--- config.mk ---
export PLATFORM = sky130hd
export DESIGN_NAME = multi_timer_table
export DESIGN_NICKNAME = d
export VERILOG_FILES = /design/src/design/mtt_pkg.sv /design/src/design/mtt_front.sv /design/src/design/mtt_back.sv /design/src/design/multi_timer_table.sv
export SDC_FILE = /design/constraint.sdc
export NUM_CORES = 2
export LEC_CHECK = 0
export BUFFER_PORTS_ARGS = -buffer_cell sky130_fd_sc_hd__buf_2
export CORE_ASPECT_RATIO = 1.5
export CORE_UTILIZATION = 50
export CTS_BUF_LIST = sky130_fd_sc_hd__clkbuf_4 sky130_fd_sc_hd__clkbuf_8
export DETAILED_ROUTE_END_ITERATION = 8
export GPL_TIMING_DRIVEN = 1
export MAX_ROUTING_LAYER = met4
export PLACE_DENSITY_LB_ADDON = 0.2
export REMOVE_ABC_BUFFERS = 1
export SYNTH_ARGS = -nofsm -noshare
export SYNTH_HDL_FRONTEND = slang
export SYNTH_SLANG_ARGS = --single-unit
--- constraint.sdc ---
create_clock -name clock -period 13.43 [get_ports clock]
set_input_delay 0 -clock clock [delete_from_list [all_inputs] [get_ports clock]]
set_output_delay 0 -clock clock [all_outputs]
set_load 0.1 [all_outputs]
--- src/design/mtt_pkg.sv ---
package mtt_pkg;

   localparam int NUM_TIMERS  = 16;
   localparam int MAX_RESULTS = 16;
   localparam int SLOT_W      = (NUM_TIMERS > 1) ? $clog2(NUM_TIMERS) : 1;
   localparam int FCNT_W      = $clog2(MAX_RESULTS + 1);
   localparam int QDEPTH      = 2;
   localparam int QPTR_W      = (QDEPTH > 1) ? $clog2(QDEPTH) : 1;
   localparam int QCNT_W      = $clog2(QDEPTH + 1);

   localparam int ID_W   = 31;
   localparam int CB_W   = 16;
   localparam int IVL_W  = 31;
   localparam int TIME_W = 32;

   // request codes on req_type
   localparam logic [2:0] REQ_SET      = 3'd0;
   localparam logic [2:0] REQ_KILL     = 3'd1;
   localparam logic [2:0] REQ_KILL_ALL = 3'd2;
   localparam logic [2:0] REQ_QUERY    = 3'd3;
   localparam logic [2:0] REQ_TICK     = 3'd4;

   // result kinds on rsp_result_kind
   localparam logic [2:0] KIND_SET_ACK      = 3'd0;
   localparam logic [2:0] KIND_KILL_ACK     = 3'd1;
   localparam logic [2:0] KIND_KILL_ALL_ACK = 3'd2;
   localparam logic [2:0] KIND_QUERY        = 3'd3;
   localparam logic [2:0] KIND_FIRE         = 3'd4;

   typedef enum logic [2:0] {
      OP_SET,
      OP_KILL,
      OP_KILL_ALL,
      OP_QUERY,
      OP_TICK
   } op_type;

   typedef struct packed {
      op_type            op;
      logic [ID_W-1:0]   timer_id;
      logic [CB_W-1:0]   callback;
      logic [IVL_W-1:0]  interval;
      logic              repeat_en;
   } cmd_type;

   typedef struct packed {
      logic    valid;
      cmd_type cmd;
   } queue_out_type;

endpackage

--- src/design/mtt_front.sv ---
module mtt_front (
   input  logic                       clock,
   input  logic                       reset,
   input  logic                       start,
   output logic                       busy,
   input  logic [2:0]                 req_type,
   input  logic [mtt_pkg::ID_W-1:0]   req_timer_id,
   input  logic [mtt_pkg::CB_W-1:0]   req_callback_index,
   input  logic [mtt_pkg::IVL_W-1:0]  req_interval_ms,
   input  logic                       req_repeat_req,
   output mtt_pkg::queue_out_type     queue_out,
   input  logic                       queue_pop
);
   import mtt_pkg::*;

   cmd_type             q_ff [QDEPTH];
   logic [QPTR_W-1:0]   wr_ptr_ff, wr_ptr_in;
   logic [QPTR_W-1:0]   rd_ptr_ff, rd_ptr_in;
   logic [QCNT_W-1:0]   count_ff, count_in;
   cmd_type             cmd_new;
   logic                known;
   logic                push;
   logic                pop;

   // classify the request; unknown codes are taken and dropped here
   always_comb begin
      known = 1'b1;
      cmd_new.op = OP_TICK;
      case (req_type)
         REQ_SET:      cmd_new.op = OP_SET;
         REQ_KILL:     cmd_new.op = OP_KILL;
         REQ_KILL_ALL: cmd_new.op = OP_KILL_ALL;
         REQ_QUERY:    cmd_new.op = OP_QUERY;
         REQ_TICK:     cmd_new.op = OP_TICK;
         default:      known = 1'b0;
      endcase
      cmd_new.timer_id  = req_timer_id;
      cmd_new.callback  = req_callback_index;
      cmd_new.interval  = req_interval_ms;
      cmd_new.repeat_en = req_repeat_req;
   end

   assign busy = (count_ff == QCNT_W'(QDEPTH));
   assign push = start && !busy && known;
   assign pop  = queue_pop && (count_ff != '0);

   always_comb begin
      wr_ptr_in = wr_ptr_ff;
      rd_ptr_in = rd_ptr_ff;
      count_in  = count_ff;
      if (push) begin
         wr_ptr_in = (wr_ptr_ff == QPTR_W'(QDEPTH - 1)) ? '0 : wr_ptr_ff + QPTR_W'(1);
      end
      if (pop) begin
         rd_ptr_in = (rd_ptr_ff == QPTR_W'(QDEPTH - 1)) ? '0 : rd_ptr_ff + QPTR_W'(1);
      end
      if (push && !pop) begin
         count_in = count_ff + QCNT_W'(1);
      end else if (pop && !push) begin
         count_in = count_ff - QCNT_W'(1);
      end
   end

   always_ff @(posedge clock) begin
      if (reset) begin
         wr_ptr_ff <= '0;
         rd_ptr_ff <= '0;
         count_ff  <= '0;
      end else begin
         wr_ptr_ff <= wr_ptr_in;
         rd_ptr_ff <= rd_ptr_in;
         count_ff  <= count_in;
      end
   end

   always_ff @(posedge clock) begin
      if (push) begin
         q_ff[wr_ptr_ff] <= cmd_new;
      end
   end

   assign queue_out.valid = (count_ff != '0);
   assign queue_out.cmd   = q_ff[rd_ptr_ff];

endmodule

--- src/design/mtt_back.sv ---
module mtt_back (
   input  logic                        clock,
   input  logic                        reset,
   input  mtt_pkg::queue_out_type      queue_out,
   output logic                        queue_pop,
   output logic                        rsp_valid,
   output logic [2:0]                  rsp_result_kind,
   output logic [mtt_pkg::ID_W-1:0]    rsp_result_id,
   output logic [mtt_pkg::CB_W-1:0]    rsp_fired_callback,
   output logic                        rsp_flag,
   output logic                        rsp_last
);
   import mtt_pkg::*;

   typedef enum logic [3:0] {
      S_IDLE = 4'b0001,
      S_SCAN = 4'b0010,
      S_DROP = 4'b0100,
      S_FIRE = 4'b1000
   } state_type;

   localparam logic [SLOT_W-1:0] LAST_SLOT = SLOT_W'(NUM_TIMERS - 1);

   state_type              state_ff, state_in;
   cmd_type                cmd_ff, cmd_in;
   logic [SLOT_W-1:0]      idx_ff, idx_in;
   logic                   hit_ff, hit_in;
   logic                   free_found_ff, free_found_in;
   logic [SLOT_W-1:0]      free_idx_ff, free_idx_in;
   logic [ID_W-1:0]        id_counter_ff, id_counter_in;
   logic [TIME_W-1:0]      now_ff, now_in;
   logic [NUM_TIMERS-1:0]  valid_ff, valid_in;
   logic [NUM_TIMERS-1:0]  destroyed_ff, destroyed_in;
   logic [NUM_TIMERS-1:0]  due_ff, due_in;
   logic                   best_found_ff, best_found_in;
   logic [SLOT_W-1:0]      best_idx_ff, best_idx_in;
   logic [ID_W-1:0]        best_id_ff, best_id_in;
   logic [CB_W-1:0]        best_cb_ff, best_cb_in;
   logic                   best_rep_ff, best_rep_in;
   logic [FCNT_W-1:0]      fire_cnt_ff, fire_cnt_in;

   logic                   rsp_valid_ff, rsp_valid_in;
   logic [2:0]             rsp_kind_ff, rsp_kind_in;
   logic [ID_W-1:0]        rsp_id_ff, rsp_id_in;
   logic [CB_W-1:0]        rsp_cb_ff, rsp_cb_in;
   logic                   rsp_flag_ff, rsp_flag_in;
   logic                   rsp_last_ff, rsp_last_in;

   logic                   slot_repeat_ff   [NUM_TIMERS];
   logic [ID_W-1:0]        slot_id_ff       [NUM_TIMERS];
   logic [CB_W-1:0]        slot_callback_ff [NUM_TIMERS];
   logic [IVL_W-1:0]       slot_interval_ff [NUM_TIMERS];
   logic [TIME_W-1:0]      slot_start_ff    [NUM_TIMERS];

   logic                   slot_wr;
   logic [SLOT_W-1:0]      slot_wr_idx;
   logic                   start_wr;
   logic [SLOT_W-1:0]      start_wr_idx;

   logic                   rd_valid;
   logic                   rd_destroyed;
   logic [ID_W-1:0]        rd_id;
   logic [CB_W-1:0]        rd_cb;
   logic                   rd_rep;
   logic [TIME_W-1:0]      elapsed;
   logic                   last_slot;
   logic [ID_W-1:0]        key;
   logic                   match;
   logic                   hit_now;
   logic                   free_found_now;
   logic [SLOT_W-1:0]      free_idx_now;
   logic                   store;
   logic                   cand;
   logic                   best_found_now;
   logic [SLOT_W-1:0]      best_idx_now;
   logic [ID_W-1:0]        best_id_now;
   logic [CB_W-1:0]        best_cb_now;
   logic                   best_rep_now;
   logic [NUM_TIMERS-1:0]  best_mask;
   logic                   final_fire;

   // one slot is looked at per cycle, through the scan index
   assign rd_valid     = valid_ff[idx_ff];
   assign rd_destroyed = destroyed_ff[idx_ff];
   assign rd_id        = slot_id_ff[idx_ff];
   assign rd_cb        = slot_callback_ff[idx_ff];
   assign rd_rep       = slot_repeat_ff[idx_ff];
   assign elapsed      = now_ff - slot_start_ff[idx_ff];
   assign last_slot    = (idx_ff == LAST_SLOT);

   assign key            = (cmd_ff.op == OP_SET) ? id_counter_ff : cmd_ff.timer_id;
   assign match          = rd_valid && (rd_id == key);
   assign hit_now        = hit_ff || match;
   assign free_found_now = free_found_ff || !rd_valid;
   assign free_idx_now   = free_found_ff ? free_idx_ff : idx_ff;
   assign store          = !hit_now && free_found_now;

   // running minimum over due slots
   assign cand           = due_ff[idx_ff] && (!best_found_ff || (rd_id < best_id_ff));
   assign best_found_now = best_found_ff || cand;
   assign best_idx_now   = cand ? idx_ff : best_idx_ff;
   assign best_id_now    = cand ? rd_id  : best_id_ff;
   assign best_cb_now    = cand ? rd_cb  : best_cb_ff;
   assign best_rep_now   = cand ? rd_rep : best_rep_ff;

   always_comb begin
      best_mask = '0;
      best_mask[best_idx_now] = 1'b1;
   end

   assign final_fire = ((due_ff & ~best_mask) == '0) ||
                       (fire_cnt_ff == FCNT_W'(MAX_RESULTS - 1));

   always_comb begin
      state_in      = state_ff;
      cmd_in        = cmd_ff;
      idx_in        = idx_ff;
      hit_in        = hit_ff;
      free_found_in = free_found_ff;
      free_idx_in   = free_idx_ff;
      id_counter_in = id_counter_ff;
      now_in        = now_ff;
      valid_in      = valid_ff;
      destroyed_in  = destroyed_ff;
      due_in        = due_ff;
      best_found_in = best_found_ff;
      best_idx_in   = best_idx_ff;
      best_id_in    = best_id_ff;
      best_cb_in    = best_cb_ff;
      best_rep_in   = best_rep_ff;
      fire_cnt_in   = fire_cnt_ff;
      rsp_valid_in  = 1'b0;
      rsp_kind_in   = rsp_kind_ff;
      rsp_id_in     = rsp_id_ff;
      rsp_cb_in     = rsp_cb_ff;
      rsp_flag_in   = rsp_flag_ff;
      rsp_last_in   = rsp_last_ff;
      queue_pop     = 1'b0;
      slot_wr       = 1'b0;
      slot_wr_idx   = free_idx_now;
      start_wr      = 1'b0;
      start_wr_idx  = best_idx_now;

      case (state_ff)
         S_IDLE: begin
            if (queue_out.valid) begin
               queue_pop     = 1'b1;
               cmd_in        = queue_out.cmd;
               idx_in        = '0;
               hit_in        = 1'b0;
               free_found_in = 1'b0;
               best_found_in = 1'b0;
               fire_cnt_in   = '0;
               case (queue_out.cmd.op)
                  OP_SET: begin
                     id_counter_in = id_counter_ff + ID_W'(1);
                     state_in      = S_SCAN;
                  end
                  OP_KILL, OP_QUERY: begin
                     state_in = S_SCAN;
                  end
                  OP_KILL_ALL: begin
                     valid_in     = '0;
                     destroyed_in = '0;
                     rsp_valid_in = 1'b1;
                     rsp_kind_in  = KIND_KILL_ALL_ACK;
                     rsp_id_in    = '0;
                     rsp_cb_in    = '0;
                     rsp_flag_in  = 1'b0;
                     rsp_last_in  = 1'b1;
                  end
                  OP_TICK: begin
                     now_in   = now_ff + TIME_W'(1);
                     state_in = S_DROP;
                  end
                  default: begin
                     state_in = S_IDLE;
                  end
               endcase
            end
         end

         S_SCAN: begin
            hit_in        = hit_now;
            free_found_in = free_found_now;
            free_idx_in   = free_idx_now;
            idx_in        = idx_ff + SLOT_W'(1);
            if (cmd_ff.op == OP_KILL && match) begin
               destroyed_in[idx_ff] = 1'b1;
            end
            if (last_slot) begin
               state_in     = S_IDLE;
               rsp_valid_in = 1'b1;
               rsp_cb_in    = '0;
               rsp_last_in  = 1'b1;
               rsp_id_in    = cmd_ff.timer_id;
               case (cmd_ff.op)
                  OP_SET: begin
                     rsp_kind_in = KIND_SET_ACK;
                     rsp_id_in   = id_counter_ff;
                     rsp_flag_in = !store;
                     if (store) begin
                        slot_wr                    = 1'b1;
                        valid_in[free_idx_now]     = 1'b1;
                        destroyed_in[free_idx_now] = 1'b0;
                     end
                  end
                  OP_KILL: begin
                     rsp_kind_in = KIND_KILL_ACK;
                     rsp_flag_in = !hit_now;
                  end
                  default: begin
                     rsp_kind_in = KIND_QUERY;
                     rsp_flag_in = hit_now;
                  end
               endcase
            end
         end

         S_DROP: begin
            // killed timers leave on the tick without firing
            if (rd_valid && rd_destroyed) begin
               valid_in[idx_ff]     = 1'b0;
               destroyed_in[idx_ff] = 1'b0;
               due_in[idx_ff]       = 1'b0;
            end else begin
               due_in[idx_ff] = rd_valid &&
                                (elapsed >= {1'b0, slot_interval_ff[idx_ff]});
            end
            idx_in = idx_ff + SLOT_W'(1);
            if (last_slot) begin
               idx_in        = '0;
               best_found_in = 1'b0;
               state_in      = S_FIRE;
            end
         end

         S_FIRE: begin
            best_found_in = best_found_now;
            best_idx_in   = best_idx_now;
            best_id_in    = best_id_now;
            best_cb_in    = best_cb_now;
            best_rep_in   = best_rep_now;
            idx_in        = idx_ff + SLOT_W'(1);
            if (last_slot) begin
               idx_in        = '0;
               best_found_in = 1'b0;
               state_in      = S_IDLE;
               if (best_found_now) begin
                  rsp_valid_in         = 1'b1;
                  rsp_kind_in          = KIND_FIRE;
                  rsp_id_in            = best_id_now;
                  rsp_cb_in            = best_cb_now;
                  rsp_flag_in          = 1'b0;
                  rsp_last_in          = final_fire;
                  due_in[best_idx_now] = 1'b0;
                  fire_cnt_in          = fire_cnt_ff + FCNT_W'(1);
                  if (best_rep_now) begin
                     start_wr = 1'b1;
                  end else begin
                     valid_in[best_idx_now] = 1'b0;
                  end
                  if (!final_fire) begin
                     state_in = S_FIRE;
                  end
               end
            end
         end

         default: begin
            state_in = S_IDLE;
         end
      endcase
   end

   always_ff @(posedge clock) begin
      if (reset) begin
         state_ff      <= S_IDLE;
         valid_ff      <= '0;
         destroyed_ff  <= '0;
         id_counter_ff <= '0;
         now_ff        <= '0;
         rsp_valid_ff  <= 1'b0;
      end else begin
         state_ff      <= state_in;
         valid_ff      <= valid_in;
         destroyed_ff  <= destroyed_in;
         id_counter_ff <= id_counter_in;
         now_ff        <= now_in;
         rsp_valid_ff  <= rsp_valid_in;
      end
   end

   always_ff @(posedge clock) begin
      cmd_ff        <= cmd_in;
      idx_ff        <= idx_in;
      hit_ff        <= hit_in;
      free_found_ff <= free_found_in;
      free_idx_ff   <= free_idx_in;
      due_ff        <= due_in;
      best_found_ff <= best_found_in;
      best_idx_ff   <= best_idx_in;
      best_id_ff    <= best_id_in;
      best_cb_ff    <= best_cb_in;
      best_rep_ff   <= best_rep_in;
      fire_cnt_ff   <= fire_cnt_in;
      rsp_kind_ff   <= rsp_kind_in;
      rsp_id_ff     <= rsp_id_in;
      rsp_cb_ff     <= rsp_cb_in;
      rsp_flag_ff   <= rsp_flag_in;
      rsp_last_ff   <= rsp_last_in;
   end

   always_ff @(posedge clock) begin
      if (slot_wr) begin
         slot_repeat_ff[slot_wr_idx]   <= cmd_ff.repeat_en;
         slot_id_ff[slot_wr_idx]       <= id_counter_ff;
         slot_callback_ff[slot_wr_idx] <= cmd_ff.callback;
         slot_interval_ff[slot_wr_idx] <= cmd_ff.interval;
      end
      if (slot_wr) begin
         slot_start_ff[slot_wr_idx] <= now_ff;
      end else if (start_wr) begin
         slot_start_ff[start_wr_idx] <= now_ff;
      end
   end

   assign rsp_valid          = rsp_valid_ff;
   assign rsp_result_kind    = rsp_kind_ff;
   assign rsp_result_id      = rsp_id_ff;
   assign rsp_fired_callback = rsp_cb_ff;
   assign rsp_flag           = rsp_flag_ff;
   assign rsp_last           = rsp_last_ff;

endmodule

--- src/design/multi_timer_table.sv ---
// channel   | ports                                          | handshake
// ----------+------------------------------------------------+--------------------------
// request   | req_type, req_timer_id, req_callback_index,    | taken when start & !busy
//           | req_interval_ms, req_repeat_req                |
// result    | rsp_result_kind, rsp_result_id,                | one cycle, rsp_valid high
//           | rsp_fired_callback, rsp_flag, rsp_last         |
//
// requests go into a two-entry queue; busy is high only while it is full.
// set, kill and query scan every slot in the engine (one slot per cycle); kill-all acts at once.
// a tick advances time, then one pass over the slots drops killed timers and marks due
// ones, then a minimum-id search over all slots per fired timer, one even when none is due.
// reset is synchronous and empties the table, the queue and both counters.
// results cannot be held off; a result shows for exactly one cycle.
module multi_timer_table (
   input  logic                       clock,
   input  logic                       reset,
   input  logic                       start,
   output logic                       busy,
   input  logic [2:0]                 req_type,
   input  logic [mtt_pkg::ID_W-1:0]   req_timer_id,
   input  logic [mtt_pkg::CB_W-1:0]   req_callback_index,
   input  logic [mtt_pkg::IVL_W-1:0]  req_interval_ms,
   input  logic                       req_repeat_req,
   output logic                       rsp_valid,
   output logic [2:0]                 rsp_result_kind,
   output logic [mtt_pkg::ID_W-1:0]   rsp_result_id,
   output logic [mtt_pkg::CB_W-1:0]   rsp_fired_callback,
   output logic                       rsp_flag,
   output logic                       rsp_last
);
   import mtt_pkg::*;

   queue_out_type queue_out;
   logic          queue_pop;

   mtt_front u_front (
      .clock              (clock),
      .reset              (reset),
      .start              (start),
      .busy               (busy),
      .req_type           (req_type),
      .req_timer_id       (req_timer_id),
      .req_callback_index (req_callback_index),
      .req_interval_ms    (req_interval_ms),
      .req_repeat_req     (req_repeat_req),
      .queue_out          (queue_out),
      .queue_pop          (queue_pop)
   );

   mtt_back u_back (
      .clock              (clock),
      .reset              (reset),
      .queue_out          (queue_out),
      .queue_pop          (queue_pop),
      .rsp_valid          (rsp_valid),
      .rsp_result_kind    (rsp_result_kind),
      .rsp_result_id      (rsp_result_id),
      .rsp_fired_callback (rsp_fired_callback),
      .rsp_flag           (rsp_flag),
      .rsp_last           (rsp_last)
   );

endmodule
---- Word-level counts from Yosys, hierarchy flattened ----
Memory sizes are Yosys's and may differ from the RTL's. A register that Yosys moved wholly into a read port is not among the register bits.
Index checks and enable logic that the tools add are counted.
word-level totals
  output and inout port bits .............. 54
  word-level logic and storage cells ...... 278
  bits of input ports ..................... 85
  memories kept ........................... 6
  bits in registers ....................... 322
  bits in writable memories ............... 1,940
cells by class
  magnitude comparators ................... 8
  equal/unequal tests ..................... 28
  reductions and logical operators ........ 56
  muxes and demuxes ....................... 130
  add/subtract/negate cells ............... 9
  bitwise gates (word level) .............. 11
memories
  name                     depth  bits a word  read ports  clocked after Yosys merged registers in  wr ports  line             source
  u_back.slot_start_ff     16     32           1           1                                        1         mtt_back.sv:53   logic [TIME_W-1:0] slot_start_ff [NUM_TIMERS];
  u_back.slot_id_ff        16     31           1           1                                        1         mtt_back.sv:50   logic [ID_W-1:0] slot_id_ff [NUM_TIMERS];
  u_back.slot_interval_ff  16     31           1           1                                        1         mtt_back.sv:52   logic [IVL_W-1:0] slot_interval_ff [NUM_TIMERS];
  u_back.slot_callback_ff  16     16           1           1                                        1         mtt_back.sv:51   logic [CB_W-1:0] slot_callback_ff [NUM_TIMERS];
  u_front.q_ff             2      82           1           1                                        1         mtt_front.sv:16  cmd_type q_ff [QDEPTH];
  u_back.slot_repeat_ff    16     1            1           1                                        1         mtt_back.sv:49   logic slot_repeat_ff [NUM_TIMERS];
operator list
  operator                                                              number
  16-bit two-way mux                                                    22
  31-bit two-way mux                                                    7
  16-bit bitwise AND                                                    6
  16-bit one-hot mux with 3 select lines                                2
  31-bit one-hot mux with 3 select lines                                1
  4-bit two-way mux                                                     16
  16-bit one-hot mux with 4 select lines                                1
  1-bit two-way mux                                                     48
  16-bit inverter                                                       3
  32-bit by 1-bit adder with 32-bit output, second input constant       1
  32-bit by 31-bit >= comparator with 1-bit output                      1
  32-bit two-way mux                                                    1
  16-bit bitwise OR                                                     2
  16-bit one-hot mux with 2 select lines                                1
  32-bit OR reduction                                                   1
  32-bit subtractor                                                     1
  31-bit by 1-bit adder with 31-bit output, second input constant       1
  31-bit == test                                                        1
  31-bit < comparator                                                   1
  4-bit one-hot mux with 3 select lines                                 2
  16-bit bitwise mux                                                    1
  16-bit zero test                                                      1
  4-bit one-hot mux with 4 select lines                                 1
  4-bit by 5-bit < comparator with 1-bit output, second input constant  3
  other kinds (44)                                                      117

---- Logic depth before layout (Yosys ltp) ----
  depth after elaboration ................. 16
  gate-level depth with buffers ........... 35
  gate-level depth less buffers ........... 26

---- By module ----
A second synthesis with hierarchy kept.
unflattened totals
  cell total of the unflattened synthesis .. 4,661
  area total of the unflattened synthesis .. 91,153.7 um^2
modules (own cells, without submodules)
  module     cells each  instances  sequential area each (um^2)  area each (um^2)
  mtt_back   4,378       1          61,959.4                     85,005.3
  mtt_front  283         1          5,024.8                      6,148.4

---- Worst setup path before layout ----
OpenSTA, ideal clock, no wires.
  path kind ............................... register to register
  from .................................... register (tool-made name)
  to ...................................... register u_back.due_ff[10], data pin
  buffers on the path ..................... 9
  data arrival time ....................... 7.311 ns
  data required time ...................... 13.163 ns
  slack ................................... 5.852 ns
  cell stages (with the launch flop) ...... 34
  clock period less this slack ............ 7.578 ns
  library setup time ...................... 0.267 ns
  path through ............................ dfxtp_1 -> buf_6 -> buf_6 -> buf_6 -> buf_6 -> buf_2 -> buf_2 -> clkbuf_1 -> buf_1 -> mux4_2 -> mux4_2 -> inv_1 -> ha_1 -> a21o_1 -> a21oi_1 -> o21ai_0 -> a31o_2 -> a41o_1 -> o21ai_0 -> nor2b_1 -> o21ai_0 -> nand2b_1 -> xor2_1 -> ha_1 -> a21o_1 -> a21oi_1 -> o21ai_0 -> a221o_1 -> a21oi_1 -> a211o_1 -> nand3_1 -> mux2i_1 -> clkbuf_1 -> o21ai_0
RTL lines
  element               line             source
  end signal, assigned  mtt_back.sv:300  due_ff <= due_in;
  end, declared         mtt_back.sv:34   logic [NUM_TIMERS-1:0] due_ff, due_in;

==> flow_summary.yaml <==
drt:
  routed_wl_microns: 224000
  drc: 0
  wire_per_inst_microns: 28.4
  first_pass_iters: 7
  antenna_left: 0
  vias_per_cell: 5.94
  vias: 46900
  drtIter0Drc: 4188
pwr:
  p_leak_nw: 33.9
  cellPowerDensity_nw_per_um2: 199
  vdd_drop_max_uv: 254
  total_power_mw: 20.6
setup_path:
  crit_buf_inv: 3
  end_kind: "flip-flop"
  start_kind: "flip-flop"
  cpPeakStageDelay_ns: 0.96
  path_cells: "buf_4 -> buf_4 -> mux4_2 -> mux2i_1 -> mux2i_1 -> ha_1 -> nand4_1 -> nor3_1 -> nand2_1 -> or4b_1 -> o211a_4 -> mux2_4 -> nand3b_4 -> mux2_2 -> nand3_1 -> nor3_2 -> buf_4"
  crit_top_cell: "buf_4"
  required_ns: 13.97
  worstPathArrival_ns: 8.91
  cp_top_family: "simple AND/OR/NAND/NOR gates"
  criticalPathCategory: "reg2reg"
  critPathMaxFanout: 57
  slowest_stage: "nor3_2"
clocking:
  numCtsBuffers: 337
  clockRootBuffer: "clkbuf_8"
  cts_setup_buffers: 0
  clock_sinks: 2267
  path_clk_slew_ns: 0.07
  clockBufferDepth: 4
  clk_latency_ns: 0.96
  htreeDepth: 5
  cts_tree: "done"
logic_synthesis:
  avgSynthCellArea_sq_um: 19.5
  postSynthCellCount: 4678
  synth.area.top_cells: "edfxtp_1 (71%), mux4_2 (13%), dfxtp_1 (2.4%)"
  ys_top_cells_by_count: "edfxtp_1 (2158), mux4_2 (539), nor2_1 (191), nand2_1 (189), o21ai_0 (149)"
  ys_seq_elements: 2267
  synthSimpleGateAreaFrac: 0.0336
  seq_area_frac_synth: 0.733
  synthXorXnorAreaFrac: 0.0107
  synth_top_area_cell: "edfxtp_1"
  synth_edf_count: 2158
  synth_compound_area_frac: 0.0311
  synth_top_area_share: 0.709
  synth-adder-area-share: 0.0142
  synth_mux_area_frac: 0.160
  synth_warnings: 0
  synth_flop_cell: "edfxtp_1"
  yosys.cell_count.top_type: "edfxtp_1"
  async_flop_share: 0
  synth.distinct_cells: 91
  syn_area_sq_um: 91300
  synth_top_family_by_area: "multiplexers"
floorplan:
  dieHeight_microns: 525
  fp.dieW_microns: 351
  core_sq_um: 181000
  pin_count: 139
  initial_utilization: 0.505
  die_area_sq_um: 184000
  rows: 191
finish:
  layout.nets: 5408
  syn2layout_area_growth_pct: 13.3
  design_area_sq_um: 103000
  finalNonFillerCells: 7899
  drive_above_1_share: 0.273
  fillers: 13600
place:
  place_area_sq_um: 95200
  gp_congestion: 0.924
  numPortBuffers: 138
  placedCellCount: 7127
  dp_hpwl_microns: 128000
hold_path:
  holdCritPathClass: "in2reg"
flow_run:
  drv.max_cap_violation_count: 0
timing:
  tightest_slew_ns: 1.35
  slew_headroom: 0.0926
  fin_skew_ns: 0.0791
  holdWs_ns: 0.193
  setup_viol: 0
  final.setup.tns_ns: 0
  max_freq_ghz: 0.119
  min_period_over_period: 0.623
  period_needed_ns: 8.37
  drv_slew: 0
  finalHoldViolCount: 0
  rsz0062_at_grt: "false"
global_routing:
  grt_max_degree: 102
  grt_pass1_wl_microns: 329000
  antenna_found_initial: 4
  first_global_vias: 49100
  track_usage: 0.253
  overflow: 0
status:
  status: "finished, final reports clean"
==> worst min-delay path, delay by kind of cell <==
kind / cells / cell delay [ns]
buf+inv: 2 / 0.86
simple gates: 1 / 0.18
==> logic make-up (layout without fill, tap and decap cells) <==
group,after synthesis,count (layout)
XOR/XNOR,112,112
multiplexers,744,744
AO/OA/AOI/OAI,450,450
other,0,10
adder cells (fa/ha/maj),103,103
buffers and inverters,359,1158
flip-flops,2267,2267
AND/OR/NAND/NOR,643,643
==> cell usage in the layout (no fill, tap or decap), types with 84 or more instances in the layout <==
cell type	count
o21ai_0	149
buf_4	113
inv_1	137
clkbuf_8	352
mux4_2	539
nor2_1	164
ha_1	102
buf_2	137
mux2_2	102
nand2_1	188
dfxtp_1	104
dlygate4sd3_1	166
clkbuf_4	113
mux2i_1	84
a21oi_1	123
edfxtp_1	2158
==> power breakdown <==
part	internal, mW	switching, mW	total, mW
combinational	2.40	3.72	6.12
clock	2.92	2.62	5.53
sequential	8.47	0.489	8.96
total	13.8	6.83	20.6
==> flip-flops by register name, summed over array words and instances (netlist names), 2 cells and up, named ones only <==
register / flops
u_back.best_cb_ff: 16
u_back.best_id_ff: 31
u_back.best_idx_ff: 4
u_back.cmd_ff: 82
u_back.destroyed_ff: 16
u_back.due_ff: 16
u_back.fire_cnt_ff: 5
u_back.free_idx_ff: 4
u_back.id_counter_ff: 31
u_back.idx_ff: 4
u_back.now_ff: 32
u_back.rsp_fired_callback: 16
u_back.rsp_result_id: 31
u_back.rsp_result_kind: 3
u_back.slot_callback_ff: 256
u_back.slot_id_ff: 496
u_back.slot_interval_ff: 496
u_back.slot_repeat_ff: 16
u_back.slot_start_ff: 512
u_back.state_ff: 4
u_back.valid_ff: 16
u_front.count_ff: 2
u_front.q_ff: 164
==> routing by layer <==
metal,vias to the layer above,track usage,part of all wire
met5,-,-,0
met4,0,0.0827,0.033
met3,417,0.0365,0.055
met2,1617,0.426,0.52
met1,24700,0.315,0.39
li1,20200,-,-
==> final timing paths <==
kind / cells after the start / end / slack (ns) / from
setup / recovery: 17 / u_back.slot_start_ff[14][5] / 5.06 / flip-flop
hold / removal: 3 / u_back.now_ff[15] / 0.19 / reset
setup reg to reg: 17 / u_back.slot_start_ff[14][5] / 5.06 / flip-flop
hold reg to reg: 1 / flip-flop / 0.45 / u_back.idx_ff[2]
==> through the flow <==
stage / worst slack (ns) / utilization
2_1_floorplan: -12.23 / -
3_3_place_gp: 5.26 / 0.526
3_5_place_dp: 5.02 / 0.526
4_1_cts: 4.97 / 0.572
5_1_grt: 4.63 / 0.572
6_report: 5.06 / 0.572
==> area by class of cell <==
type / instances / area, sq um / area share
flip-flops and latches: 2267 / 67000 / 0.648
multi-input cells: 2052 / 23100 / 0.223
clock buffers: 465 / 5690 / 0.0550
repair buffers: 420 / 3280 / 0.0317
well taps: 2412 / 3020 / 0.0292
clock inverters: 131 / 856 / 0.00827
inverters: 142 / 546 / 0.00527
diodes: 10 / 25.0 / 0.000242
==> timing repair <==
item / 4_1_cts / 5_1_grt
endpoints found under the setup margin: 0 / 0
hold endpoints to repair: 213 / 0
hold buffers: 166 / 0
resized for setup: 0 / 0
No activity file was read; power rests on OpenSTA's default activity.
